[config.mk]
export PLATFORM = sky130hd
export DESIGN_NAME = pli_seq
export DESIGN_NICKNAME = d
export VERILOG_FILES = /design/src/rtl/core/pli_pkg.sv /design/src/rtl/core/pli_seq.sv
export SDC_FILE = /design/constraint.sdc
export NUM_CORES = 1
export LEC_CHECK = 0
export BUFFER_PORTS_ARGS = -buffer_cell sky130_fd_sc_hd__buf_2
export CORE_AREA = 3 3 40 42
export DETAILED_ROUTE_END_ITERATION = 12
export DIE_AREA = 0 0 43 45
export HOLD_SLACK_MARGIN = 0.03
export PLACE_DENSITY = 0.77
export SYNTH_ARGS = -nofsm -noshare
export SYNTH_HDL_FRONTEND = slang
export SYNTH_SLANG_ARGS = --single-unit
[constraint.sdc]
create_clock -name clk -period 1.9 [get_ports clk]
set_clock_uncertainty 0.1 [all_clocks]
set_input_delay 0.38 -clock clk [delete_from_list [all_inputs] [get_ports clk]]
set_output_delay 0.38 -clock clk [all_outputs]
set_load 0.01 [all_outputs]
[src/rtl/core/pli_pkg.sv]
// Shared types and constants for the piecewise linear interpolator.
// Used by the sequencer, the divider and the top level; no dependencies.
package pli_pkg;

  // Fixed field widths
  localparam int DATA_W     = 32;
  localparam int DIFF_W     = DATA_W + 1;
  localparam int FRAC_W     = 16;
  localparam int PROD_W     = DATA_W + DIFF_W;
  localparam int OFF_W      = PROD_W - FRAC_W;
  localparam int SUM_W      = OFF_W + 1;
  localparam int IDX_W      = 4;
  localparam int CFG_W      = 5;
  localparam int APB_W      = 32;
  localparam int CFG_ADDR_W = 3;
  localparam int REG_IDX_W  = CFG_ADDR_W - 2;

  // Divider widths: |dy| * 2^16 over |dx|
  localparam int NUM_W  = DIFF_W + FRAC_W;
  localparam int DEN_W  = DIFF_W;
  localparam int QCNT_W = $clog2(NUM_W);

  localparam int ROUND_HALF = 32768;
  localparam int MIN_POINTS = 2;

  // Item kinds
  localparam logic KIND_LOAD  = 1'b0;
  localparam logic KIND_QUERY = 1'b1;

  // Register indexes
  localparam logic [REG_IDX_W-1:0] REG_POINTS_IN_USE = 1'b0;

  typedef enum logic [3:0] {
    ST_IDLE,
    ST_CHK_RD,
    ST_CHK_CMP,
    ST_SRCH_RD,
    ST_SRCH_CMP,
    ST_LO_RD,
    ST_LO_LATCH,
    ST_SLOPE,
    ST_DIV,
    ST_MUL,
    ST_RND,
    ST_FIN
  } state_t;

  typedef enum logic [1:0] {
    RD_SEG_HI,
    RD_SCAN_HI,
    RD_SEG_LO
  } rd_sel_t;

  // Status from the datapath to the sequencer
  typedef struct packed {
    logic query_acc;
    logic fresh;
    logic beyond_hi;
    logic srch_hit;
    logic dx_zero;
    logic div_done;
    logic out_free;
  } sts_t;

  // Controls from the sequencer to the datapath
  typedef struct packed {
    logic    idle;
    logic    rd_en;
    rd_sel_t rd_sel;
    logic    scan_clr;
    logic    scan_inc;
    logic    seg_load;
    logic    lo_load;
    logic    slope_clr;
    logic    div_start;
    logic    slope_load;
    logic    mul_en;
    logic    rnd_en;
    logic    out_load;
  } ctl_t;

endpackage

[src/rtl/core/pli_seq.sv]
// Sequencer for the interpolator: search, slope division, multiply, round.
// Depends on pli_pkg for the state, status and control types.
module pli_seq (
  input  logic          clk,
  input  logic          rst_n,
  input  pli_pkg::sts_t sts,
  output pli_pkg::ctl_t ctl
);

  pli_pkg::state_t state_r, state_nxt;
  logic            searched_r, searched_nxt;

  always_ff @(posedge clk) begin
    if (!rst_n) begin
      state_r    <= pli_pkg::ST_IDLE;
      searched_r <= 1'b0;
    end else begin
      state_r    <= state_nxt;
      searched_r <= searched_nxt;
    end
  end

  // Next state
  always_comb begin
    state_nxt    = state_r;
    searched_nxt = searched_r;
    unique case (state_r)
      pli_pkg::ST_IDLE: begin
        if (sts.query_acc) begin
          state_nxt = sts.fresh ? pli_pkg::ST_SRCH_RD : pli_pkg::ST_CHK_RD;
        end
      end
      pli_pkg::ST_CHK_RD: state_nxt = pli_pkg::ST_CHK_CMP;
      pli_pkg::ST_CHK_CMP: begin
        if (sts.beyond_hi) begin
          state_nxt = pli_pkg::ST_SRCH_RD;
        end else begin
          state_nxt    = pli_pkg::ST_LO_RD;
          searched_nxt = 1'b0;
        end
      end
      pli_pkg::ST_SRCH_RD: state_nxt = pli_pkg::ST_SRCH_CMP;
      pli_pkg::ST_SRCH_CMP: begin
        if (sts.srch_hit) begin
          state_nxt    = pli_pkg::ST_LO_RD;
          searched_nxt = 1'b1;
        end else begin
          state_nxt = pli_pkg::ST_SRCH_RD;
        end
      end
      pli_pkg::ST_LO_RD: state_nxt = pli_pkg::ST_LO_LATCH;
      pli_pkg::ST_LO_LATCH: begin
        state_nxt = searched_r ? pli_pkg::ST_SLOPE : pli_pkg::ST_MUL;
      end
      pli_pkg::ST_SLOPE: begin
        state_nxt = sts.dx_zero ? pli_pkg::ST_MUL : pli_pkg::ST_DIV;
      end
      pli_pkg::ST_DIV: begin
        if (sts.div_done) begin
          state_nxt = pli_pkg::ST_MUL;
        end
      end
      pli_pkg::ST_MUL: state_nxt = pli_pkg::ST_RND;
      pli_pkg::ST_RND: state_nxt = pli_pkg::ST_FIN;
      pli_pkg::ST_FIN: begin
        if (sts.out_free) begin
          state_nxt = pli_pkg::ST_IDLE;
        end
      end
      default: state_nxt = pli_pkg::ST_IDLE;
    endcase
  end

  // Datapath controls
  always_comb begin
    ctl        = '0;
    ctl.rd_sel = pli_pkg::RD_SEG_HI;
    unique case (state_r)
      pli_pkg::ST_IDLE: begin
        ctl.idle     = 1'b1;
        ctl.scan_clr = sts.query_acc && sts.fresh;
      end
      pli_pkg::ST_CHK_RD: begin
        ctl.rd_en  = 1'b1;
        ctl.rd_sel = pli_pkg::RD_SEG_HI;
      end
      pli_pkg::ST_CHK_CMP: ctl.scan_clr = sts.beyond_hi;
      pli_pkg::ST_SRCH_RD: begin
        ctl.rd_en  = 1'b1;
        ctl.rd_sel = pli_pkg::RD_SCAN_HI;
      end
      pli_pkg::ST_SRCH_CMP: begin
        ctl.seg_load = sts.srch_hit;
        ctl.scan_inc = !sts.srch_hit;
      end
      pli_pkg::ST_LO_RD: begin
        ctl.rd_en  = 1'b1;
        ctl.rd_sel = pli_pkg::RD_SEG_LO;
      end
      pli_pkg::ST_LO_LATCH: ctl.lo_load = 1'b1;
      pli_pkg::ST_SLOPE: begin
        ctl.slope_clr = sts.dx_zero;
        ctl.div_start = !sts.dx_zero;
      end
      pli_pkg::ST_DIV: ctl.slope_load = sts.div_done;
      pli_pkg::ST_MUL: ctl.mul_en = 1'b1;
      pli_pkg::ST_RND: ctl.rnd_en = 1'b1;
      pli_pkg::ST_FIN: ctl.out_load = sts.out_free;
      default: ctl.idle = 1'b0;
    endcase
  end

endmodule

### Word level (Yosys, flattened, before mapping)

Index checks and enable logic that the tools add are counted.

* equality and inequality tests: 16
* multiplexer cells: 22
* reduce and logical (&&, ||, !) cells: 7

Operator list (count)
* 4-bit case mux with 12 select lines: 1
* 4-bit by 3-bit == test with 1-bit output, second input constant: 4
* 4-bit == test, second input constant: 4
* 4-bit two-way mux: 4
* 2-bit inequality test, second input constant: 5
* 1-bit two-way mux: 9
* 3-bit case mux with 3 select lines: 1
* 4-bit by 2-bit == test with 1-bit output, second input constant: 2
* 2-bit two-way mux: 3
* 3-bit two-way mux: 2
* 3-bit AND reduction: 2
* 4-bit by 1-bit == test with 1-bit output, second input constant: 1
* 4-bit logical NOT: 1
* 1-bit case mux with 2 select lines: 2
* 1-bit logical NOT: 2
* 2-bit nonzero test: 1
* 1-bit logical AND: 1

* input port bits: 9
* flip-flop bits (word level): 5

### Depth between registers and ports, before layout

* depth after elaboration: 3
* depth in mapped cells: 6
* mapped depth without buffers: 4

### Worst setup path after synthesis

No wires, ideal clock.

* path type: register to output
* start point: register state_r[1]
* end point: output port ctl[9] (netlist name)
* buffers on the path: 2
* data arrival time: 1.056 ns
* slack: 0.364 ns
* stages on the path, launching flop included: 6
* path through: dfxtp_1 -> buf_4 -> buf_6 -> nor2_1 -> a21oi_1 -> nor4_1

RTL lines
* start: declaration: line pli_seq.sv:10 `pli_pkg::state_t state_r, state_nxt;`
* start signal: assignment: line pli_seq.sv:15 `state_r <= pli_pkg::ST_IDLE;`
* start signal: assignment: line pli_seq.sv:18 `state_r <= state_nxt;`
* end: declaration: line pli_seq.sv:7 `output pli_pkg::ctl_t ctl`

==> metrics <==
Buffers on Ports 22; pwr/cell area about 650 nW/um^2; sequential power share around 30%; clock-pin slew on the worst setup and hold paths 0.04 ns; post-synthesis instance total 71; worst r2r src state_r[0]$_SDFFE_PN0P_; met2 wire len 599 microns; Area contributors post-synth dfxtp_1, and3_1, nor3_1; Clk pwr share 26.7%; insertion delay to the later sink of the worst-skew pair ~0.24 ns; status finished clean; final hold slack approximately 0.31 ns; wl on met1 between 600 and 700 microns; HP Start rst_n; met3 wire length between 90 and 100 microns; Final Hold Fails 0; period utilisation layout between 90% and 100%; DIE AREA just under 2000 sq um; DR vias/cell 5.40; Core ar. approximately 1300 sq um; clock tree buffer depth 2; Synth async-reset ratio 0%; Die H between 40 and 50 microns; critical path data arrival time 1.32 ns; cell internal pwr about 0.29 mW; crit path max fanout 10; CTS tree yes; Avg Cell Area, Syn between 7 and 8 sq um; critical path startpoint category register; final WL 1330 microns; DP HPWL 1050 microns; crit path kind register to output port; GRT Overall Usage approximately 15%; area leader, netlist dfxtp_1; Vias 599; most frequent cells after synthesis nor2_1, nor3_1, a21oi_1, and3_1, dfxtp_1; largest net degree at the start of global routing 17; area of the multi-input gates a little under 400 sq um; Worst VDD drop 0.378 mV; max cap viols 0; crit-path cells buf_4 -> nor4_4 -> buf_2; area growth from synthesis to layout 25.7%; chip width 43 microns; Post-CTS Setup Repair Bufs 0; Worst Hold Class input port to register; DR pass1 iterations 4; final setup violation count 0; CP max stage delay ~0.39 ns; Mapped Area ~550 sq um; Switch Pwr about 0.16 mW; top sig layer met3; number of remaining DRC errors 0; Worst Tran Pin Value about 0.31 ns; RSZ-0062 raised after global routing no; maximum clock rate approximately 0.56 GHz; most common cell in the synthesized netlist nor2_1; antenna violations before repair 0; io pins 23; Post-DRT Antenna Nets 0; row cnt 13; setup TNS 0 ns; WP data required between 1 and 1.5 ns; fillers ~130; fraction of layout cells with a size suffix above 1 38.5%; Leakage between 0.3 and 0.4 nW; Iter 0 DRT Violations 9; root buf cell clkbuf_4; Primary FF master, synth dfxtp_1; Syn Nets 80; hold bufs inserted after CTS 0; number of H-tree levels 1; combinational share of power approximately 43%; Sink Count 5; crit end category output port; CP max-delay cell dfxtp_1; Core Util, Final 53.7%; routed len/inst about 12 microns; Slew Limit Fails 0; post-layout min period 1.80 ns; Yosys reg bits 5; nets ~110; vias in the first global route 541; number of flops mapped to enable cells by yosys 0; ANT cells 0; GR Overflow Total 0; Net Sw Frac ~36%; Initial Utilization 42.7%; synth warn 0; GP Congestion 0.868; CTS Buf Count 3; Slew HR between 70 and 80%; post-synth top area share between 10% and 20%; global-route wire length before repair 2240 microns; beginning of the critical path state_r[0]$_SDFFE_PN0P_; Netlist cell types 32; sequential-to-total area share from yosys stat a little under a fifth; sequential cell area between 100 and 150 sq um
==> metal layers <==
layer,vias up,track usage [%]
li1,309,-
met1,267,19.0
met2,23,25.1
met5,-,0
met4,0,3.61
met3,0,3.59
==> cell families after synthesis <==
family | share of synthesized area (%)
buffers and inverters | 9.57
DFF | 18.2
AOI/OAI and AO/OA | 25.1
and+or+nand+nor | 47.2
==> cells in the final DEF (no fill, tap or decap), drive strengths merged, types with 4 or more instances in the layout <==
master | synthesis | routed
buf | 5 | 26
nor2 | 7 | 7
nor3 | 6 | 6
and3 | 5 | 5
a21oi | 5 | 5
dfxtp | 5 | 5
nand2b | 4 | 4
and2b | 4 | 4
nand2 | 4 | 4
clkbuf | 0 | 4
==> through the flow <==
stage / cells / worst slack [ns] / cell area, sq um / power [mW]
after floorplan: 71 / 0.364 / 549 / 0.285
after global placement: 107 / 0.204 / 663 / 0.329
after detailed placement: 107 / 0.185 / 663 / 0.332
after CTS: 111 / 0.0987 / 691 / 0.457
after global routing: 111 / 0.0218 / 691 / 0.481
final: 111 / 0.0996 / 691 / 0.452
==> final cells by class <==
class	count	share of cell area, %
Clock buffer	4	3.80
Sequential cell	5	14.7
Multi-Input combinational cell	59	57.4
Tap cell	15	2.72
Timing Repair Buffer	26	20.3
Inverter	2	1.09
==> power by group through the flow <==
stage | clock [mW] | combinational, mW | sequential, mW
after floorplan | 0 | 0.157 | 0.128
after global placement | 0 | 0.192 | 0.137
after detailed placement | 0 | 0.195 | 0.137
after CTS | 0.125 | 0.195 | 0.136
after global routing | 0.128 | 0.215 | 0.138
final | 0.121 | 0.195 | 0.136
==> worst max-delay path: cells and delay by family, from the launching register on <==
kind | cells | cell delay [ns]
DFF | 1 | 0.39
buffers and inverters | 2 | 0.39
and+or+nand+nor | 1 | 0.30
==> flip-flops by register name, indices dropped and copies added, names as in the netlist <==
signal      count
state_r         4
searched_r      1
==> path summary, 6_finish.rpt <==
kind | to | slack [ns] | cells after the start
setup / recovery | ctl[13] | 0.1 | 3
hold / removal | state_r[1]$_SDFFE_PN0P_ | 0.31 | 2
setup reg to reg | state_r[1]$_SDFFE_PN0P_ | 0.32 | 5
hold reg to reg | searched_r$_SDFFE_PN0P_ | 0.43 | 1
==> what timing repair did <==
action	in CTS	in global routing
endpoints found under the hold margin	0	0
resized for setup	1	0
setup endpoints to repair	6	0
No activity file was read; power rests on OpenSTA's default activity.
