## config.mk

```make
export PLATFORM = sky130hd
export DESIGN_NAME = pli_div
export DESIGN_NICKNAME = d
export VERILOG_FILES = /design/src/rtl/core/pli_pkg.sv /design/src/rtl/core/pli_div.sv
export SDC_FILE = /design/constraint.sdc
export NUM_CORES = 1
export LEC_CHECK = 0
export ABC_CLOCK_PERIOD_IN_PS = 2950
export BUFFER_PORTS_ARGS = -buffer_cell sky130_fd_sc_hd__buf_4
export CORE_AREA = 8 8 144 146
export CTS_CLUSTER_SIZE = 30
export DETAILED_ROUTE_END_ITERATION = 6
export DIE_AREA = 0 0 152 154
export PLACE_DENSITY = 0.84
export SYNTH_ARGS = -nofsm -noshare
export SYNTH_HDL_FRONTEND = slang
export SYNTH_SLANG_ARGS = --single-unit
```

## constraint.sdc

```tcl
create_clock -name clk -period 2.95 [get_ports clk]
set_input_delay 0 -clock clk [delete_from_list [all_inputs] [get_ports clk]]
set_output_delay 0 -clock clk [all_outputs]
set_load 0.01 [all_outputs]
```

## src/rtl/core/pli_pkg.sv

```systemverilog
// Shared types and constants for the piecewise linear interpolator.
// Used by the sequencer, the divider and the top level; no dependencies.
package pli_pkg;

  // Fixed field widths
  localparam int DATA_W     = 32;
  localparam int DIFF_W     = DATA_W + 1;
  localparam int FRAC_W     = 16;
  localparam int PROD_W     = DATA_W + DIFF_W;
  localparam int OFF_W      = PROD_W - FRAC_W;
  localparam int SUM_W      = OFF_W + 1;
  localparam int IDX_W      = 4;
  localparam int CFG_W      = 5;
  localparam int APB_W      = 32;
  localparam int CFG_ADDR_W = 3;
  localparam int REG_IDX_W  = CFG_ADDR_W - 2;

  // Divider widths: |dy| * 2^16 over |dx|
  localparam int NUM_W  = DIFF_W + FRAC_W;
  localparam int DEN_W  = DIFF_W;
  localparam int QCNT_W = $clog2(NUM_W);

  localparam int ROUND_HALF = 32768;
  localparam int MIN_POINTS = 2;

  // Item kinds
  localparam logic KIND_LOAD  = 1'b0;
  localparam logic KIND_QUERY = 1'b1;

  // Register indexes
  localparam logic [REG_IDX_W-1:0] REG_POINTS_IN_USE = 1'b0;

  typedef enum logic [3:0] {
    ST_IDLE,
    ST_CHK_RD,
    ST_CHK_CMP,
    ST_SRCH_RD,
    ST_SRCH_CMP,
    ST_LO_RD,
    ST_LO_LATCH,
    ST_SLOPE,
    ST_DIV,
    ST_MUL,
    ST_RND,
    ST_FIN
  } state_t;

  typedef enum logic [1:0] {
    RD_SEG_HI,
    RD_SCAN_HI,
    RD_SEG_LO
  } rd_sel_t;

  // Status from the datapath to the sequencer
  typedef struct packed {
    logic query_acc;
    logic fresh;
    logic beyond_hi;
    logic srch_hit;
    logic dx_zero;
    logic div_done;
    logic out_free;
  } sts_t;

  // Controls from the sequencer to the datapath
  typedef struct packed {
    logic    idle;
    logic    rd_en;
    rd_sel_t rd_sel;
    logic    scan_clr;
    logic    scan_inc;
    logic    seg_load;
    logic    lo_load;
    logic    slope_clr;
    logic    div_start;
    logic    slope_load;
    logic    mul_en;
    logic    rnd_en;
    logic    out_load;
  } ctl_t;

endpackage

```

## src/rtl/core/pli_div.sv

```systemverilog
// Restoring shift-subtract divider for the segment slope, one bit a cycle.
// Depends on pli_pkg for widths.
module pli_div (
  input  logic                              clk,
  input  logic                              rst_n,
  input  logic                              start,
  input  logic signed [pli_pkg::DIFF_W-1:0] dy,
  input  logic signed [pli_pkg::DIFF_W-1:0] dx,
  output logic                              done_r,
  output logic signed [pli_pkg::DATA_W-1:0] slope
);

  localparam logic [pli_pkg::NUM_W-1:0] POS_MAX =
    pli_pkg::NUM_W'((64'd1 << (pli_pkg::DATA_W - 1)) - 64'd1);
  localparam logic [pli_pkg::NUM_W-1:0] NEG_MAX =
    pli_pkg::NUM_W'(64'd1 << (pli_pkg::DATA_W - 1));
  localparam logic [pli_pkg::DATA_W-1:0] SAT_HI =
    pli_pkg::DATA_W'((64'd1 << (pli_pkg::DATA_W - 1)) - 64'd1);
  localparam logic [pli_pkg::DATA_W-1:0] SAT_LO =
    pli_pkg::DATA_W'(64'd1 << (pli_pkg::DATA_W - 1));

  logic                              run_r;
  logic [pli_pkg::QCNT_W-1:0]        cnt_r;
  logic                              neg_r;
  logic [pli_pkg::NUM_W-1:0]         num_r;
  logic [pli_pkg::DEN_W-1:0]         den_r;
  logic [pli_pkg::DEN_W-1:0]         rem_r;
  logic [pli_pkg::DEN_W-1:0]         dy_mag;
  logic [pli_pkg::DEN_W-1:0]         dx_mag;
  logic [pli_pkg::DEN_W:0]           rem_sh;
  logic [pli_pkg::DEN_W:0]           trial;
  logic                              qbit;
  logic [pli_pkg::DATA_W-1:0]        mag_lo;

  // Magnitudes of the operands
  assign dy_mag = dy[pli_pkg::DIFF_W-1] ? pli_pkg::DEN_W'(-dy) : pli_pkg::DEN_W'(dy);
  assign dx_mag = dx[pli_pkg::DIFF_W-1] ? pli_pkg::DEN_W'(-dx) : pli_pkg::DEN_W'(dx);

  // One trial subtraction per cycle
  assign rem_sh = {rem_r, num_r[pli_pkg::NUM_W-1]};
  assign trial  = rem_sh - {1'b0, den_r};
  assign qbit   = !trial[pli_pkg::DEN_W];

  // Sequence the steps
  always_ff @(posedge clk) begin
    if (!rst_n) begin
      run_r  <= 1'b0;
      done_r <= 1'b0;
      cnt_r  <= '0;
    end else begin
      done_r <= 1'b0;
      if (start) begin
        run_r <= 1'b1;
        cnt_r <= '0;
      end else if (run_r) begin
        cnt_r <= cnt_r + pli_pkg::QCNT_W'(1);
        if (cnt_r == pli_pkg::QCNT_W'(pli_pkg::NUM_W - 1)) begin
          run_r  <= 1'b0;
          done_r <= 1'b1;
        end
      end
    end
  end

  // Dividend shifts out at the top while quotient bits shift in below
  always_ff @(posedge clk) begin
    if (start) begin
      num_r <= {dy_mag, pli_pkg::FRAC_W'(0)};
      den_r <= dx_mag;
      rem_r <= '0;
      neg_r <= dy[pli_pkg::DIFF_W-1] ^ dx[pli_pkg::DIFF_W-1];
    end else if (run_r) begin
      num_r <= {num_r[pli_pkg::NUM_W-2:0], qbit};
      rem_r <= qbit ? trial[pli_pkg::DEN_W-1:0] : rem_sh[pli_pkg::DEN_W-1:0];
    end
  end

  // Apply sign and clip to the Q16.16 range
  assign mag_lo = num_r[pli_pkg::DATA_W-1:0];

  always_comb begin
    if (neg_r) begin
      slope = (num_r > NEG_MAX) ? SAT_LO : -mag_lo;
    end else begin
      slope = (num_r > POS_MAX) ? SAT_HI : mag_lo;
    end
  end

endmodule

```

Word level (Yosys, flattened, before mapping)
Index checks and enable logic that the tools add are counted.
{"block": "word_totals", "register_bits": 124, "input_bits": 69, "word_cells": 36}
{"block": "classes", "add_sub_neg": 5, "n_lt_le_gt_ge": 2, "n_eq_ne": 1, "n_mux": 12, "n_bitwise": 3, "n_reduce_logical": 4}
{"cell": "two-way mux 32 bit", "count": 4}
{"cell": "two-way mux 49 bit", "count": 2}
{"cell": "two-way mux 33 bit", "count": 2}
{"cell": "negation 33 bit", "count": 2}
{"cell": "> comparator 49 x 31 -> 1 bit, second input constant", "count": 1}
{"cell": "> comparator 49 x 32 -> 1 bit, second input constant", "count": 1}
{"cell": "subtractor 34 x 33 -> 34 bit", "count": 1}
{"cell": "negation 32 bit", "count": 1}
{"cell": "adder 6 x 1 -> 6 bit, second input constant", "count": 1}
{"cell": "== test 6 bit, second input constant", "count": 1}
{"cell": "two-way mux 1 bit", "count": 4}
{"cell": "OR reduction 3 bit", "count": 1}
{"cell": "NOT 1 bit", "count": 2}
{"cell": "nonzero test 2 bit", "count": 1}
{"cell": "OR reduction 2 bit", "count": 1}
{"cell": "logical NOT 1 bit", "count": 1}
{"cell": "XOR 1 bit", "count": 1}

Longest topological paths before layout
{"block": "logic_depth", "ltp_word": 4, "depth_mapped": 13, "mapped_depth_nobuf": 12}

Least setup slack after synthesis
Ideal clock, no wire load.
{"block": "synth_path", "kind": "flip-flop to flip-flop", "start": "register num_r[48] (netlist bit)", "end": "register rem_r[32] (netlist bit)", "arrival_time_ns": 2.915, "slack_ns": -0.112, "stages_incl_launch_ff": 13, "n_path_buf": 0, "cell_sequence": "edfxtp_1 inv_1 ha_1 fa_1 nor2b_1 o211ai_1 a311oi_1 a2111oi_0 nor2_1 a41oi_1 and3_1 o41ai_1 a311oi_1"}
{"block": "synth_between", "elab_chain_len": 2}
{"item": "from (decl)", "line": "pli_div.sv:25", "source": "logic [pli_pkg::NUM_W-1:0] num_r;"}
{"item": "from (signal assigned)", "line": "pli_div.sv:68", "source": "num_r <= {dy_mag, pli_pkg::FRAC_W'(0)};"}
{"item": "from (signal assigned)", "line": "pli_div.sv:73", "source": "num_r <= {num_r[pli_pkg::NUM_W-2:0], qbit};"}
{"item": "subtractor 34 x 33 -> 34 bit", "line": "pli_div.sv:41", "source": "assign trial = rem_sh - {1'b0, den_r};"}
{"item": "two-way mux 33 bit", "line": "pli_div.sv:74", "source": "rem_r <= qbit ? trial[pli_pkg::DEN_W-1:0] : rem_sh[pli_pkg::DEN_W-1:0];"}
{"item": "to (signal assigned)", "line": "pli_div.sv:74"}
{"item": "to (decl)", "line": "pli_div.sv:27", "source": "logic [pli_pkg::DEN_W-1:0] rem_r;"}
No other way between the ends.
A chain may end at the register's enable or synchronous reset.

Final worst setup path
{"block": "layout_path", "start": "register num_r[0] (netlist bit)", "end": "output port slope[17] (netlist bit)"}
{"block": "layout_between", "elab_chain_len": 3, "word_cells_on_any_way": 6}
{"item": "> comparator 49 x 31 -> 1 bit, or another cell as far along", "line": "pli_div.sv:85", "source": "slope = (num_r > POS_MAX) ? SAT_HI : mag_lo;"}
{"item": "two-way mux 32 bit, on equally long branches", "line": "pli_div.sv:85, pli_div.sv:83"}
{"item": "two-way mux 32 bit (*)", "line": "pli_div.sv:82", "source": "if (neg_r) begin"}
{"item": "to (decl)", "line": "pli_div.sv:10", "source": "output logic signed [pli_pkg::DATA_W-1:0] slope"}
Mark *: on every way between the ends. The rest lies on a longest branch, timed or not.

==> qor.yml <==
status: "finished, violations left"
violations: "negative setup slack"
avgSynthCellArea_um2: 8.70
synth_cells: 1046
tightest_slew_ps: 1190
setup.worst_path.start_class: "flop"
finalHoldViolCount: 0
start_util_pct: 49.3
synth_area_um2: 9100
grt_pass1_vias: 8897
worstSetupEndpointType: "output pin"
min_path_type: "in2reg"
cp.required_ps: 2950
overflow: 0
track_usage_pct: 22.2
synth_cell_type_count: 81
die-height_um: 154
ant_nets: 0
root_buffer: "clkbuf_16"
netSwitchingPower_uw: 2200
yosysSeqAreaShare_pct: 34.7
first_iter_violations: 1078
grt_pass1_wl_um: 43600
antenna_found_initial: 1
final_common_cell: "buf_4"
htreeDepth: 4
io_buffers: 101
yosys.area.top_type_share_pct: 22.1
cts_tree: "done"
period_share_pct: 112
register_area_um2: 3160
vias: 9613
setup_viol_count_final: 61
finalWeightedCongestion: 0.979
path_clk_slew_ps: 60
drc: 0
cap_violations: 0
async_flop_share_pct: 0
p_seq_share_pct: 31.5
yosysWarnings: 0
placed_area_um2: 10600
finalWirelength_um: 30800
rsz0062_at_grt: "yes"
placed_cells: 1410
cts.sinks: 124
worstRegToRegCells: 13
cts_buffer_depth: 2
multi_input_area_um2: 6220
die_area_um2: 23400
routedWlPerCell_um: 20.1
drive_gt1_share_pct: 29.0
p_per_area_nw_per_um2: 524
irDropWorstVdd_mv: 0.455
die_x_um: 152
grt_start_max_net_pins: 72
clock_power_share_pct: 34.2
synth_edf_count: 67
hold_depth: 3
max_clock_freq_ghz: 0.303
synth_top_flop_cell: "edfxtp_1"
yosysTopAreaCell: "edfxtp_1"
arrival_ps: 3300
switching_share_pct: 32.5
final_cell_mix: "buf_4, nand2_1, nor2_1"
slew_headroom_pct: 21.0
fin_nets: 1390
power_frac_comb_pct: 34.3
path_max_fanout: 5
ios: 102
via_per_inst: 6.29
synth.net_count: 1155
areaGrowthSynthToFinish_pct: 42.1
finalMaxSlewViolations: 0
worst_slack_ps: -352
fin_cells: 1529
rows: 50
cts-buffers-inserted: 17
stdcell_area_um2: 12900
first_pass_iters: 6
fill_cells: 1190
clk_latency_ps: 430
dp_hpwl_um: 17400
path_class: "reg2out"
synth_area_leaders: "edfxtp_1, dfxtp_1, xnor2_1"
fin_crit_ps: 3300
clock_skew_ps: 11.0
p_int_uw: 4570
core_um2: 18500
leakagePower_uw: 0.00519
tns_ps: -11180
synth_seq_cells: 124
==> worst max-delay path, cell delays in order (launching register included) <==
cell	delay (ps)
dfxtp_2	320
inv_2	70
ha_4	130
or3b_4	380
or4_4	460
nor4_4	200
nand4_2	180
o21ai_4	220
nand2_4	90
clkinv_4	100
buf_12	130
nand2_8	70
o311ai_2	340
buf_4	180
==> area by class of cell <==
type                    instances  area share (%)
clock inverters                13            1.46
clock buffers                  19            3.51
well taps                     234            2.26
multi-input cells             797            48.1
diodes                          1          0.0193
inverters                      71            2.10
flip-flops and latches        124            24.4
repair buffers                270            18.1
==> path summary, 6_finish.rpt <==
kind              from        end  slack (ps)
min             dy[28]  num_r[44]           4
max reg2reg   den_r[1]   rem_r[8]        -210
min reg2reg  rem_r[24]  rem_r[24]         510
max           num_r[0]  slope[17]        -350
==> routing by layer <==
metal / wire, um / track usage [%] / vias to the layer above
met4: 1320 / 8.09 / 0
li1: - / - / 4330
met3: 2650 / 4.62 / 141
met5: 0 / 0 / -
met2: 15000 / 37.8 / 597
met1: 11800 / 27.2 / 4545
==> metrics by stage <==
stage,worst slack (ps),total power (uW),util [%],hold WS [ps]
2_1_floorplan,-69.7,3230,-,98.9
3_3_place_gp,-79.3,3810,57.6,223
3_5_place_dp,-223,3870,57.6,227
4_1_cts,-286,6290,64.9,2.01
5_1_grt,-482,7010,70.1,8.82
6_report,-352,6780,70.1,3.74
==> synth_stat cells, types with 13 or more instances <==
| library cell | count |
|---|---|
| a21oi_1 | 50 |
| or3_1 | 16 |
| nand2_1 | 95 |
| inv_1 | 70 |
| xnor2_1 | 72 |
| nor2_1 | 87 |
| nand2b_1 | 13 |
| o21ai_0 | 50 |
| nor3_1 | 20 |
| nor4_1 | 16 |
| xor2_1 | 21 |
| a22o_1 | 32 |
| nand4_1 | 17 |
| mux2i_1 | 40 |
| a211oi_1 | 29 |
| o31ai_1 | 17 |
| edfxtp_1 | 67 |
| o311ai_1 | 18 |
| clkbuf_1 | 45 |
| dfxtp_1 | 57 |
| nand3_1 | 23 |
| ha_1 | 39 |
==> what timing repair did <==
item                                   in CTS  in global routing
gates cloned                                0                  4
pin swaps                                  12                 55
hold buffers                               48                  0
buffers inserted                           10                 24
gates resized for setup                    34                115
setup endpoints to repair                  57                 72
endpoints found under the hold margin      48                  0
==> power groups by stage <==
stage	sequential (uW)	combinational [uW]	clock, uW
2_1_floorplan	2110	1120	0
3_3_place_gp	2140	1680	0
3_5_place_dp	2140	1730	0
4_1_cts	2110	1870	2300
5_1_grt	2150	2460	2400
6_report	2140	2320	2310
==> flip-flops by register name, indices dropped and copies added (netlist names) <==
signal,flops
done_r,1
den_r,33
neg_r,1
run_r,1
cnt_r,6
num_r,49
rem_r,33
==> logic make-up (layout without fill, tap and decap cells) <==
family / count (synthesis) / count (layout) / share of synthesized area, %
xor gates and xnor gates: 94 / 94 / 9.13
and+or+nand+nor: 341 / 343 / 19.3
other: 0 / 1 / 0
AOI/OAI and AO/OA: 279 / 279 / 21.4
buffers and inverters: 127 / 373 / 5.42
muxes: 41 / 41 / 4.52
DFF: 124 / 124 / 34.7
adders and majority gates: 40 / 40 / 5.58
(Power assumes the default switching activity.)
